<file path="config.mk">
export PLATFORM = sky130hd
export DESIGN_NAME = alpl_ctrl
export DESIGN_NICKNAME = d
export VERILOG_FILES = /design/src/sv/alpl_pkg.sv /design/src/sv/alpl_ctrl.sv
export SDC_FILE = /design/constraint.sdc
export NUM_CORES = 1
export LEC_CHECK = 0
export BUFFER_PORTS_ARGS = -buffer_cell sky130_fd_sc_hd__buf_2
export CORE_AREA = 4 4 41 43
export DETAILED_ROUTE_END_ITERATION = 6
export DIE_AREA = 0 0 45 47
export MAX_ROUTING_LAYER = met4
export PLACE_DENSITY = 0.72
export SYNTH_ARGS = -nofsm -noshare
export SYNTH_HDL_FRONTEND = slang
export SYNTH_SLANG_ARGS = --single-unit
</file>
<file path="constraint.sdc">
create_clock -name clk -period 2.1 [get_ports clk]
set_clock_uncertainty 0.15 [all_clocks]
set_input_delay 0.105 -clock clk [delete_from_list [all_inputs] [get_ports clk]]
set_output_delay 0.105 -clock clk [all_outputs]
set_load 0.02 [all_outputs]
</file>
<file path="src/sv/alpl_pkg.sv">
// ----------------------------------------------------------------------------
// alpl_pkg
// Shared widths, register indexes and controller/datapath bundles for the
// arc-length to curve-parameter lookup.
// ----------------------------------------------------------------------------
package alpl_pkg;

  localparam int WORD_W      = 32;  // Q16.16 values
  localparam int IDX_W       = 10;  // entry_index field
  localparam int ENTRIES_W   = 11;  // entries_in_use register
  localparam int CFG_IDX_W   = 2;
  localparam int CFG_DATA_W  = 32;

  localparam logic [CFG_IDX_W-1:0] REG_ENTRIES_IN_USE = 2'd0;
  localparam logic [CFG_IDX_W-1:0] REG_TOTAL_LENGTH   = 2'd1;

  localparam logic FUNC_LOAD  = 1'b0;
  localparam logic FUNC_QUERY = 1'b1;

  localparam logic [ENTRIES_W-1:0] ENTRIES_RESET = 11'd2;

  // controller to datapath
  typedef struct packed {
    logic mem_wr;       // write the load word into the table
    logic query_start;  // capture clamped arc and search bounds
    logic rd_mid;       // read entry at search midpoint
    logic rd_lo;        // read lower bracket entry
    logic rd_hi;        // read upper bracket entry
    logic search_upd;   // move lo or hi to the midpoint
    logic latch_a;
    logic latch_b;
    logic div_init;     // resolve special cases, load divider
    logic div_step;
    logic mul_step;
    logic add_step;
    logic out_load;
  } alpl_cmd_t;

  // datapath to controller
  typedef struct packed {
    logic search_done;  // lo + 1 >= hi
    logic early;        // result known without interpolation
  } alpl_sts_t;

endpackage

</file>
<file path="src/sv/alpl_ctrl.sv">
// ----------------------------------------------------------------------------
// alpl_ctrl
// Sequencer for one word at a time: table load, binary search, bracket
// reads, restoring divide, multiply, add, and the output handshake.
// ----------------------------------------------------------------------------
module alpl_ctrl #(
  parameter int FRACTION_BITS = 16
) (
  input  logic                  clk,
  input  logic                  rst_n,
  input  logic                  in_valid,
  input  logic                  in_func,
  output logic                  in_ready,
  output logic                  out_valid,
  input  logic                  out_ready,
  output alpl_pkg::alpl_cmd_t   cmd,
  input  alpl_pkg::alpl_sts_t   sts
);

  localparam int CW = $clog2(FRACTION_BITS);

  typedef enum logic [3:0] {
    S_IDLE,
    S_SEARCH,
    S_CMP,
    S_RD_B,
    S_LAT_B,
    S_CHECK,
    S_DIV,
    S_MUL,
    S_ADD,
    S_OUT
  } state_t;

  state_t          state_r, state_nxt;
  logic [CW-1:0]   cnt_r, cnt_nxt;
  logic            out_valid_r, out_valid_nxt;
  logic            accept;

  assign in_ready  = (state_r == S_IDLE);
  assign out_valid = out_valid_r;
  assign accept    = in_valid && in_ready;

  always_comb begin
    state_nxt     = state_r;
    cnt_nxt       = cnt_r;
    out_valid_nxt = out_valid_r;
    cmd           = '0;

    // drop the result word once taken
    if (out_valid_r && out_ready) begin
      out_valid_nxt = 1'b0;
    end

    case (state_r)
      S_IDLE: begin
        if (accept) begin
          if (in_func == alpl_pkg::FUNC_QUERY) begin
            cmd.query_start = 1'b1;
            state_nxt       = S_SEARCH;
          end else begin
            cmd.mem_wr = 1'b1;
          end
        end
      end
      S_SEARCH: begin
        if (sts.search_done) begin
          cmd.rd_lo = 1'b1;
          state_nxt = S_RD_B;
        end else begin
          cmd.rd_mid = 1'b1;
          state_nxt  = S_CMP;
        end
      end
      S_CMP: begin
        cmd.search_upd = 1'b1;
        state_nxt      = S_SEARCH;
      end
      S_RD_B: begin
        cmd.latch_a = 1'b1;
        cmd.rd_hi   = 1'b1;
        state_nxt   = S_LAT_B;
      end
      S_LAT_B: begin
        cmd.latch_b = 1'b1;
        state_nxt   = S_CHECK;
      end
      S_CHECK: begin
        cmd.div_init = 1'b1;
        cnt_nxt      = CW'(FRACTION_BITS - 1);
        state_nxt    = sts.early ? S_OUT : S_DIV;
      end
      S_DIV: begin
        cmd.div_step = 1'b1;
        cnt_nxt      = cnt_r - 1'b1;
        if (cnt_r == '0) begin
          state_nxt = S_MUL;
        end
      end
      S_MUL: begin
        cmd.mul_step = 1'b1;
        state_nxt    = S_ADD;
      end
      S_ADD: begin
        cmd.add_step = 1'b1;
        state_nxt    = S_OUT;
      end
      S_OUT: begin
        // hold until the output register is free
        if (!out_valid_r || out_ready) begin
          cmd.out_load  = 1'b1;
          out_valid_nxt = 1'b1;
          state_nxt     = S_IDLE;
        end
      end
      default: begin
        state_nxt = S_IDLE;
      end
    endcase
  end

  always_ff @(posedge clk) begin
    if (!rst_n) begin
      state_r     <= S_IDLE;
      cnt_r       <= '0;
      out_valid_r <= 1'b0;
    end else begin
      state_r     <= state_nxt;
      cnt_r       <= cnt_nxt;
      out_valid_r <= out_valid_nxt;
    end
  end

  a_load_only_when_free: assert property (@(posedge clk) disable iff (!rst_n)
    cmd.out_load |-> (!out_valid_r || out_ready))
    else $error("result loaded over an untaken word");

  a_load_sets_valid: assert property (@(posedge clk) disable iff (!rst_n)
    cmd.out_load |=> out_valid_r)
    else $error("loaded result not presented");

  a_query_starts_search: assert property (@(posedge clk) disable iff (!rst_n)
    (accept && in_func == alpl_pkg::FUNC_QUERY) |=> (state_r == S_SEARCH))
    else $error("query word did not start the search");

  a_div_ends_in_mul: assert property (@(posedge clk) disable iff (!rst_n)
    (state_r == S_DIV && cnt_r == '0) |=> (state_r == S_MUL))
    else $error("divide did not finish after its last step");

  a_no_accept_while_busy: assert property (@(posedge clk) disable iff (!rst_n)
    (cmd.div_step || cmd.search_upd) |-> !in_ready)
    else $error("input ready while a query is in flight");

endmodule

</file>
==> Flow_metrics.wiki, run 1 <==
{| class="wikitable"
! Metric !! Value
|-
| Post-DRT Antenna Nets || 0
|-
| Post-route clock period utilization || 87.8%
|-
| DR vias || 580
|-
| Clk sinks || 9
|-
| RSZ-0062 raised after global routing || no
|-
| Flops & latches, synth || 9
|-
| Max IR drop VDD || 0.000397 V
|-
| Kind of start point of the critical path || register
|-
| Count of routing violations after the opening detailed-route iteration || 8
|-
| Top post-synthesis cells by count || 9 x sky130_fd_sc_hd__dfxtp_1, 9 x sky130_fd_sc_hd__nor2_1, 8 x sky130_fd_sc_hd__nor3_1, 6 x sky130_fd_sc_hd__a211oi_1, 6 x sky130_fd_sc_hd__nand2b_1
|-
| Number of setup violations in the final report || 0
|-
| Maximum clock path buffer count || 2
|-
| Mean area per synthesized cell || 8.01 um^2
|-
| Warning count from the yosys run || 0
|-
| Fmax || 543 MHz
|-
| Classification of the worst setup path || register to primary output
|-
| Net count after synthesis || 80
|-
| Total number of placement rows || 13
|-
| Tightest slew margin relative to the limit || 69.1%
|-
| Crit path max-delay family || flip-flops
|-
| Tightest Pin Transition || 462 ps
|-
| Result of the run || finished, final reports clean
|-
| Standard cell with the maximum stage delay on the critical path || sky130_fd_sc_hd__dfxtp_1
|-
| Register area share after synthesis || 31.2%
|-
| Nets@finish || 102
|-
| Post-route core utilization || 54.5%
|-
| Setup TNS || 0 ps
|-
| Crit path required time || 1850 ps
|-
| Share of the synthesized area in the top cell type || 31.2%
|-
| Crit path arrival time || 1590 ps
|-
| Vias in the first global route || 518
|-
| Synthesized instance count || 72
|-
| Biggest area contributors in the synthesized netlist || sky130_fd_sc_hd__dfxtp_1 31%, sky130_fd_sc_hd__a211oi_1 7.8%, sky130_fd_sc_hd__nor3_1 6.9%, sky130_fd_sc_hd__nand2b_1 6.5%, sky130_fd_sc_hd__nor2_1 5.9%
|-
| Power density over cell area || 594 mW/mm^2
|-
| Kind of path behind the tightest hold check || input port to register
|-
| Total half-perimeter wirelength after legalization and detailed placement || 1.01 mm
|-
| Library cell used as clock root buffer || sky130_fd_sc_hd__clkbuf_4
|-
| Area Overhead vs Synth || 23.0%
|-
| Area of the core || 0.00130 mm^2
|-
| Initial cell density of the core || 44.3%
|-
| Chip width || 45 um
|-
| Die outline area || 0.00212 mm^2
|-
| Ant diodes || 0
|-
| Final routed wirelength across all metal layers || 1.31 mm
|-
| Critical Path Fanout Max || 13
|-
| Clock network latency to the later pin of the worst-skew pair || 260 ps
|-
| Vertical die dimension || 47 um
|-
| Aggregate global-route resource usage || 15.2%
|-
| Met3 usage in global routing || 5.75%
|-
| TritonCTS clock tree || yes
|-
| Initial antenna violation count || 0
|-
| Maximum level of the CTS H-tree || 1
|-
| Met2 Usage GRT || 24.3%
|-
| Number of buffers created by CTS || 3
|-
| Routed length per instance || 12.1 um
|-
| Leakage power figure || 0.307 nW
|-
| Fraction of registers with async set or reset after synthesis || 0%
|-
| First-pass GRT wire length || 2.22 mm
|-
| Largest area contributor in the netlist || sky130_fd_sc_hd__dfxtp_1
|-
| Max capacitance violation total || 0
|-
| Post-synth EDFFs || 0
|-
| Unique masters post-synth || 26
|-
| Mapped cell area || 577 um^2
|-
| Minimum clock period after layout || 1840 ps
|-
| Detailed-routing iteration count for the pre-antenna-repair pass || 4
|-
| Register clock-pin slew on the reported worst setup and hold paths || 60 ps
|-
| PnR Total Power || 0.421 mW
|-
| Largest net degree at the start of global routing || 14
|-
| Leftover overflow at the end of global routing || 0
|-
| Share of cells above drive strength 1 || 30.1%
|-
| Fin worst setup slack || 257 ps
|-
| Grt peak-use layer || met2
|-
| Crit path buf inv count || 1
|-
| Post-route standard cell area excluding fillers || 709 um^2
|-
| Setup slack after placement || 405 ps
|-
| Placement Cell Area || 673 um^2
|-
| Cell chain of the critical path || nand2b_1, or2_1, nor2b_1, buf_2
|-
| Max stage delay on crit path || 590 ps
|-
| Number of I/O pins || 22
|-
| Critical path capture point type || primary output
|-
| GR met1 Demand/Resource || 16.7%
|-
| Number of remaining DRC errors || 0
|-
| Port Buffer Count || 21
|-
| Prevailing post-synth register cell || sky130_fd_sc_hd__dfxtp_1
|-
| DR vias/cell || 5.37
|-
| Hold violation count in the final report || 0
|-
| Last weighted congestion value of the routability-driven placer || 0.782
|-
| Final max-slew violation count || 0
|}
[registers in the layout (all words and copies together) (netlist names)]
signal / flops
cnt_r: 4
state_r: 4
out_valid: 1
[final cells by class]
type	instances	area, um^2
fill	144	592
multi-input combinational	54	350
sequential	9	180
timing repair buffer	23	123
clock buffer	4	26.3
tap	15	18.8
inverter	3	11.3
[worst reg2reg max path, stage by stage, from the launching register on]
cell,delay (ps)
sky130_fd_sc_hd__dfxtp_1,550
sky130_fd_sc_hd__and4bb_1,460
sky130_fd_sc_hd__a22oi_1,150
sky130_fd_sc_hd__o31a_1,120
sky130_fd_sc_hd__o21a_1,170
[through the flow]
stage | hold slack [ps] | cells
after CTS | 6.00 | 108
after global routing | 23.1 | 108
final | 14.3 | 108
after global placement | 198 | 103
after floorplan | 72.5 | 72
after detailed placement | 202 | 103
[report_power, final]
part | switching [mW] | internal (mW)
clock | 0.0607 | 0.0732
sequential | 0.0163 | 0.177
combinational | 0.0525 | 0.0415
total | 0.129 | 0.292
[cells by family after synthesis]
kind of cell	synth area share (%)
adder cells (fa/ha/maj)	2.17
flip-flops	31.2
buffers and inverters	8.03
AO/OA/AOI/OAI	17.6
AND/OR/NAND/NOR	41.0
[layout by cell type (no fill, tap or decap), drive strengths merged, types with 3 or more instances in the layout]
| cell | count |
|---|---|
| buf | 22 |
| nor2 | 9 |
| dfxtp | 9 |
| nor3 | 9 |
| nand2b | 6 |
| a211oi | 6 |
| nand2 | 4 |
| clkbuf | 4 |
| inv | 3 |
| a21oi | 3 |
[final timing paths]
| kind | from | endpoint | slack (ps) | depth (start not counted) |
|---|---|---|---|---|
| max | state_r[0]$_SDFFE_PN0P_ | cmd[0] | 260 | 4 |
| min | sts[0] | state_r[2]$_SDFFE_PN0P_ | 10 | 4 |
| max reg2reg | state_r[2]$_SDFFE_PN0P_ | state_r[0]$_SDFFE_PN0P_ | 390 | 4 |
| min reg2reg | cnt_r[3]$_SDFFE_PN0P_ | cnt_r[3]$_SDFFE_PN0P_ | 340 | 1 |
[routing by layer]
layer  wire length, um  share of wire (%)
met1               559                 43
met2               643                 49
met3                96                7.3
met4                11               0.84
met5                 0                  0
[what timing repair did]
action,4_1_cts,5_1_grt
buffers inserted,0,0
setup endpoints to repair,0,0
resized for setup,0,0
hold endpoints to repair,2,0
hold buffers,1,0
Note: power is estimated with default switching activity, not from simulation.
==> run 2, diff against run 1 <==
- CORE_AREA: 4 4 41 43 -> default
- CORE_MARGIN: default -> 4
- CORE_UTILIZATION: default -> 25
- DIE_AREA: 0 0 45 47 -> default
- PLACE_DENSITY: 0.72 -> default
==> run 2 against run 1 <==
  * Register-to-register slack barely moved
  * Power is 1.0% lower
  * Clock power is 4% lower
  * Sequential power about the same
  * Largest cell class unchanged
  * Critical endpoint unchanged
==> Flow_metrics.wiki, run 2 (same netlist as run 1, synthesis figures left out) <==
{| class="wikitable"
! Metric !! Value
|-
| Post-route clock period utilization || 87.8% (about the same)
|-
| Post-route core utilization || 32.9% (was 54.5%)
|-
| Largest net degree at the start of global routing || 14 (unchanged)
|-
| Clk sinks || 9 (unchanged)
|-
| Count of routing violations after the opening detailed-route iteration || 6 (was 8)
|-
| Die outline area || 0.00314 mm^2 (was 0.00212 mm^2)
|-
| Crit path required time || 1850 ps (about the same)
|-
| Leftover overflow at the end of global routing || 0 (unchanged)
|-
| Total number of placement rows || 17 (was 13)
|-
| Max IR drop VDD || 0.000525 V (was 0.000397 V)
|-
| Last weighted congestion value of the routability-driven placer || 0.723 (was 0.782)
|-
| Most used cells in the layout excluding fill and tap cells || 21 x sky130_fd_sc_hd__buf_2, 9 x sky130_fd_sc_hd__nor2_1, 9 x sky130_fd_sc_hd__dfxtp_1, 8 x sky130_fd_sc_hd__nor3_1 (unchanged)
|-
| Ant diodes || 0 (unchanged)
|-
| Max capacitance violation total || 0 (unchanged)
|-
| Aggregate global-route resource usage || 9.57% (was 15.2%)
|-
| Initial antenna violation count || 0 (unchanged)
|-
| Vertical die dimension || 56.0 um (was 47 um)
|-
| Clock network latency to the later pin of the worst-skew pair || 250 ps (was 260 ps)
|-
| Grt peak-use layer || met2 (unchanged)
|-
| Crit path arrival time || 1590 ps (about the same)
|-
| Minimum clock period after layout || 1840 ps (about the same)
|-
| GR met1 Demand/Resource || 10.8% (was 16.7%)
|-
| Number of fillers in the final layout || 257 (was 144)
|-
| Setup slack after placement || 375 ps (was 405 ps)
|-
| Switching pwr || 0.128 mW (was 0.129 mW)
|-
| Vias in the first global route || 567 (was 518)
|-
| Kind of path behind the tightest hold check || input port to register (unchanged)
|-
| Internal power || 0.289 mW (was 0.292 mW)
|-
| Power density over cell area || 574 mW/mm^2 (was 594 mW/mm^2)
|-
| Area of the core || 0.00221 mm^2 (was 0.00130 mm^2)
|-
| Critical path capture point type || primary output (unchanged)
|-
| Total half-perimeter wirelength after legalization and detailed placement || 1.06 mm (was 1.01 mm)
|-
| DR vias || 589 (was 580)
|-
| Number of I/O pins || 22 (unchanged)
|-
| Comb power frac || 22.8% (was 22.3%)
|-
| Library cell used as clock root buffer || sky130_fd_sc_hd__clkbuf_4 (unchanged)
|-
| RSZ-0062 raised after global routing || no (unchanged)
|-
| Port Buffer Count || 21 (unchanged)
|-
| DR vias/cell || 4.87 (was 5.37)
|-
| # hold bufs at CTS || 1 (unchanged)
|-
| Number of buffers created by CTS || 3 (unchanged)
|-
| Share of cells above drive strength 1 || 31.2% (was 30.1%)
|-
| Leakage power figure || 0.310 nW (was 0.307 nW)
|-
| Fin worst setup slack || 256 ps (was 257 ps)
|-
| Tightest Pin Transition || 451 ps (was 462 ps)
|-
| Final routed wirelength across all metal layers || 1.38 mm (was 1.31 mm)
|-
| Detailed-routing iteration count for the pre-antenna-repair pass || 4 (unchanged)
|-
| Fmax || 542 MHz (was 543 MHz)
|-
| Buffers inserted by post-CTS timing repair || 0 (unchanged)
|-
| Area Overhead vs Synth || 26.0% (was 23.0%)
|-
| Routed length per instance || 11.4 um (was 12.1 um)
|-
| PnR Total Power || 0.417 mW (was 0.421 mW)
|-
| Met2 Usage GRT || 16.2% (was 24.3%)
|-
| Number of remaining DRC errors || 0 (unchanged)
|-
| Result of the run || finished, final reports clean (unchanged)
|-
| Post-DRT Antenna Nets || 0 (unchanged)
|-
| First-pass GRT wire length || 2.38 mm (was 2.22 mm)
|-
| Setup TNS || 0 ps (unchanged)
|-
| Maximum clock path buffer count || 2 (unchanged)
|-
| Met3 usage in global routing || 4.18% (was 5.75%)
|-
| Cells resized by post-CTS repair || 0 (unchanged)
|-
| Number of setup violations in the final report || 0 (unchanged)
|-
| Clock share of power || 30.7% (was 31.8%)
|-
| Nets@finish || 102 (unchanged)
|-
| Initial cell density of the core || 26.1% (was 44.3%)
|-
| TritonCTS clock tree || yes (unchanged)
|-
| Chip width || 56.0 um (was 45 um)
|-
| Tightest slew margin relative to the limit || 69.9% (was 69.1%)
|-
| Critical Path Fanout Max || 13 (unchanged)
|-
| Final max-slew violation count || 0 (unchanged)
|-
| Hold violation count in the final report || 0 (unchanged)
|-
| Maximum level of the CTS H-tree || 1 (unchanged)
|-
| Sequential Power Share || 46.5% (was 45.9%)
|-
| Register clock-pin slew on the reported worst setup and hold paths || 60 ps (about the same)
|-
| Kind of start point of the critical path || register (unchanged)
|-
| Switching power as a share of total power || 30.8% (was 30.7%)
|-
| Commonest non-fill, non-tap cell in the layout || sky130_fd_sc_hd__buf_2 (unchanged)
|-
| Classification of the worst setup path || register to primary output (unchanged)
|}
run 2: final timing paths:
path,from,slack (ps),end,depth (start not counted)
worst max-delay path,state_r[0]$_SDFFE_PN0P_,260,cmd[0],4
worst min-delay path,sts[0],30,state_r[2]$_SDFFE_PN0P_,4
worst max register to register,state_r[2]$_SDFFE_PN0P_,390,state_r[0]$_SDFFE_PN0P_,4
worst min register to register,cnt_r[3]$_SDFFE_PN0P_,340,cnt_r[3]$_SDFFE_PN0P_,1
run 2: stage by stage:
stage	cell area (um^2)	std cells	hold slack, ps
2_1_floorplan	577	72	72.5
4_1_cts	727	121	20.9
3_3_place_gp	689	116	216
5_1_grt	727	121	41.4
3_5_place_dp	689	116	220
6_report	727	121	25.7
run 2: metal layers:
| metal | up-vias | routed length (um) |
|---|---|---|
| li1 | 306 | - |
| met1 | 276 | 597 |
| met2 | 7 | 727 |
| met3 | 0 | 51 |
| met4 | 0 | 0 |
| met5 | - | 0 |
run 2: power by group through the flow:
stage | sequential, mW | clock, mW | combinational [mW]
after global placement | 0.196 | 0 | 0.0931
after global routing | 0.196 | 0.148 | 0.105
after floorplan | 0.187 | 0 | 0.0767
after CTS | 0.193 | 0.136 | 0.0961
final | 0.194 | 0.128 | 0.0951
after detailed placement | 0.197 | 0 | 0.0942
run 2: area by class of cell:
cell class | count | area (um^2) | share of cell area (%)
multi-input combinational | 54 | 350 | 48.2
sequential | 9 | 180 | 24.8
timing repair buffer | 23 | 123 | 16.9
tap | 28 | 35.0 | 4.82
clock buffer | 3 | 22.5 | 3.10
inverter | 3 | 11.3 | 1.55
clock inverter | 1 | 5.00 | 0.688
run 2: critical path, cell delays in order, from the launching register on:
cell,delay (ps)
sky130_fd_sc_hd__dfxtp_1,600
sky130_fd_sc_hd__nand2b_1,180
sky130_fd_sc_hd__or2_1,290
sky130_fd_sc_hd__nor2b_1,110
sky130_fd_sc_hd__buf_2,160
==> run 3, diff against run 2 <==
--- a/config.mk
+++ b/config.mk
@@ -8,3 +8,2 @@
 export BUFFER_PORTS_ARGS = -buffer_cell sky130_fd_sc_hd__buf_2
-export CORE_MARGIN = 4
 export CORE_UTILIZATION = 25
==> constraint.sdc (replaced) <==
create_clock -name clk -period 2.1 [get_ports clk]
set_clock_uncertainty 0.15 [all_clocks]
set_input_delay 0 -clock clk [delete_from_list [all_inputs] [get_ports clk]]
set_output_delay 0 -clock clk [all_outputs]
set_load 0.02 [all_outputs]
==> run 3 against run 2 <==
  * Utilization rose by 1.6 points
  * Fmax rose by 6.8%
  * Clock power rose by 11%
  * Register-to-register slack improved by 20 ps
==> Flow_metrics.wiki, run 3 (same netlist as run 1, synthesis figures left out) <==
{| class="wikitable"
! Metric !! Value
|-
| Comb power frac || 22.9% (was 22.8%)
|-
| Ant diodes || 0 (unchanged)
|-
| TritonCTS clock tree || yes (unchanged)
|-
| Area of the core || 0.00219 mm^2 (was 0.00221 mm^2)
|-
| Tightest Pin Transition || 435 ps (was 451 ps)
|-
| Max capacitance violation total || 0 (unchanged)
|-
| Tightest slew margin relative to the limit || 71.0% (was 69.9%)
|-
| Detailed-routing iteration count for the pre-antenna-repair pass || 4 (unchanged)
|-
| Vertical die dimension || 50.0 um (was 56.0 um)
|-
| Minimum clock period after layout || 1730 ps (was 1840 ps)
|-
| DR vias || 602 (was 589)
|-
| Result of the run || finished, final reports clean (unchanged)
|-
| Initial antenna violation count || 0 (unchanged)
|-
| Switching pwr || 0.140 mW (was 0.128 mW)
|-
| Cells resized by post-CTS repair || 0 (unchanged)
|-
| Final routed wirelength across all metal layers || 1.25 mm (was 1.38 mm)
|-
| Number of remaining DRC errors || 0 (unchanged)
|-
| Clk sinks || 9 (unchanged)
|-
| Crit path required time || 1950 ps (was 1850 ps)
|-
| Library cell used as clock root buffer || sky130_fd_sc_hd__clkbuf_4 (unchanged)
|-
| Maximum clock path buffer count || 2 (unchanged)
|-
| Hold violation count in the final report || 0 (unchanged)
|-
| Leakage power figure || 0.324 nW (was 0.310 nW)
|-
| Count of routing violations after the opening detailed-route iteration || 13 (was 6)
|-
| Number of buffers created by CTS || 3 (unchanged)
|-
| Clock share of power || 32.8% (was 30.7%)
|-
| Final max-slew violation count || 0 (unchanged)
|-
| Post-DRT Antenna Nets || 0 (unchanged)
|-
| Max IR drop VDD || 0.000325 V (was 0.000525 V)
|-
| Total half-perimeter wirelength after legalization and detailed placement || 916 um (was 1.06 mm)
|-
| Number of setup violations in the final report || 0 (unchanged)
|-
| Power density over cell area || 573 mW/mm^2 (was 574 mW/mm^2)
|-
| RSZ-0062 raised after global routing || no (unchanged)
|-
| Last weighted congestion value of the routability-driven placer || 0.785 (was 0.723)
|-
| Area Overhead vs Synth || 30.8% (was 26.0%)
|-
| Share of cells above drive strength 1 || 31.3% (was 31.2%)
|-
| Buffers inserted by post-CTS timing repair || 0 (unchanged)
|-
| DR vias/cell || 4.85 (was 4.87)
|-
| Commonest non-fill, non-tap cell in the layout || sky130_fd_sc_hd__buf_2 (unchanged)
|-
| Kind of path behind the tightest hold check || input port to primary output (was input port to register)
|-
| Chip width || 50.0 um (was 56.0 um)
|-
| Number of I/O pins || 22 (unchanged)
|-
| Fmax || 579 MHz (was 542 MHz)
|-
| Maximum level of the CTS H-tree || 1 (unchanged)
|-
| Setup TNS || 0 ps (unchanged)
|-
| Port Buffer Count || 21 (unchanged)
|-
| Vias in the first global route || 462 (was 567)
|-
| Classification of the worst setup path || register to primary output (unchanged)
|-
| Clock network latency to the later pin of the worst-skew pair || 270 ps (was 250 ps)
|-
| Kind of start point of the critical path || register (unchanged)
|-
| First-pass GRT wire length || 1.97 mm (was 2.38 mm)
|-
| Largest net degree at the start of global routing || 14 (unchanged)
|-
| Sequential Power Share || 44.2% (was 46.5%)
|-
| Number of fillers in the final layout || 230 (was 257)
|-
| Register clock-pin slew on the reported worst setup and hold paths || 70 ps (was 60 ps)
|-
| Routed length per instance || 10.1 um (was 11.4 um)
|-
| Number of standard cells in the final layout excluding fillers || 124 (was 121)
|-
| Critical path capture point type || primary output (unchanged)
|-
| Most used cells in the layout excluding fill and tap cells || 21 x sky130_fd_sc_hd__buf_2, 9 x sky130_fd_sc_hd__nor2_1, 9 x sky130_fd_sc_hd__dfxtp_1, 8 x sky130_fd_sc_hd__nor3_1 (unchanged)
|-
| Nets@finish || 105 (was 102)
|-
| Die outline area || 0.00250 mm^2 (was 0.00314 mm^2)
|-
| Number of placed instances, taps included || 117 (was 116)
|-
| Switching power as a share of total power || 32.4% (was 30.8%)
|-
| Total number of placement rows || 17 (unchanged)
|-
| Post-route clock period utilization || 82.2% (was 87.8%)
|-
| Internal power || 0.292 mW (was 0.289 mW)
|-
| Crit path arrival time || 1580 ps (was 1590 ps)
|-
| Aggregate global-route resource usage || 11.0% (was 9.57%)
|-
| Initial cell density of the core || 26.3% (was 26.1%)
|-
| Critical Path Fanout Max || 13 (unchanged)
|-
| Leftover overflow at the end of global routing || 0 (unchanged)
|}
-- run 3: cell count changes in the layout (fill, tap and decap cells not counted), sizes merged --
cell / delta
dlygate4sd3: +2
buf: +1
-- run 3: worst max-delay path: stages, from the launching register on --
cell	delay, ps
sky130_fd_sc_hd__dfxtp_1	570
sky130_fd_sc_hd__nand2b_1	180
sky130_fd_sc_hd__or2_1	280
sky130_fd_sc_hd__nor2b_1	110
sky130_fd_sc_hd__buf_2	160
-- run 3: metrics by stage --
stage	hold WS [ps]	area [um^2]	util (%)	total power, mW	setup WS (ps)
final	127	754	34.4	0.432	373
after global routing	137	754	34.4	0.458	227
after CTS	121	754	34.4	0.438	359
after detailed placement	106	697	31.8	0.290	422
after global placement	104	697	31.8	0.289	479
after floorplan	-70.2	577	-	0.264	427
-- run 3: layout make-up --
type	count	area, um^2	area share [%]
Sequential cell	9	180	23.9
Multi-Input combinational cell	54	350	46.4
Inverter	3	11.3	1.49
Timing Repair Buffer	26	150	19.9
Clock buffer	3	22.5	2.99
Clock inverter	1	5.00	0.663
Tap cell	28	35.0	4.64
-- run 3: worst paths after layout --
| check | end | slack (ps) | cells past startpoint | from |
|---|---|---|---|---|
| max | cmd[0] | 370 | 4 | state_r[0]$_SDFFE_PN0P_ |
| min | cmd[12] | 130 | 3 | in_func |
| max reg2reg | state_r[0]$_SDFFE_PN0P_ | 410 | 4 | state_r[3]$_SDFFE_PN0P_ |
| min reg2reg | cnt_r[3]$_SDFFE_PN0P_ | 340 | 1 | cnt_r[3]$_SDFFE_PN0P_ |
-- run 3: timing repair --
item / in CTS / in global routing
endpoints found under the hold margin: 9 / 0
hold buffers: 3 / 0
setup endpoints to repair: 0 / 0
-- run 3: power by group through the flow --
stage / combinational, mW / clock [mW] / sequential (mW)
after global routing: 0.109 / 0.156 / 0.193
after global placement: 0.0941 / 0 / 0.195
after detailed placement: 0.0948 / 0 / 0.195
after CTS: 0.0991 / 0.148 / 0.191
after floorplan: 0.0767 / 0 / 0.187
final: 0.0992 / 0.142 / 0.191
-- run 3: metal layers --
metal | track usage (%) | vias to the layer above | routed length [um]
met3 | 4.63 | 6 | 69
met1 | 13.5 | 272 | 611
met2 | 15.6 | 16 | 548
li1 | - | 308 | -
met4 | 4.29 | 0 | 25
met5 | - | - | 0
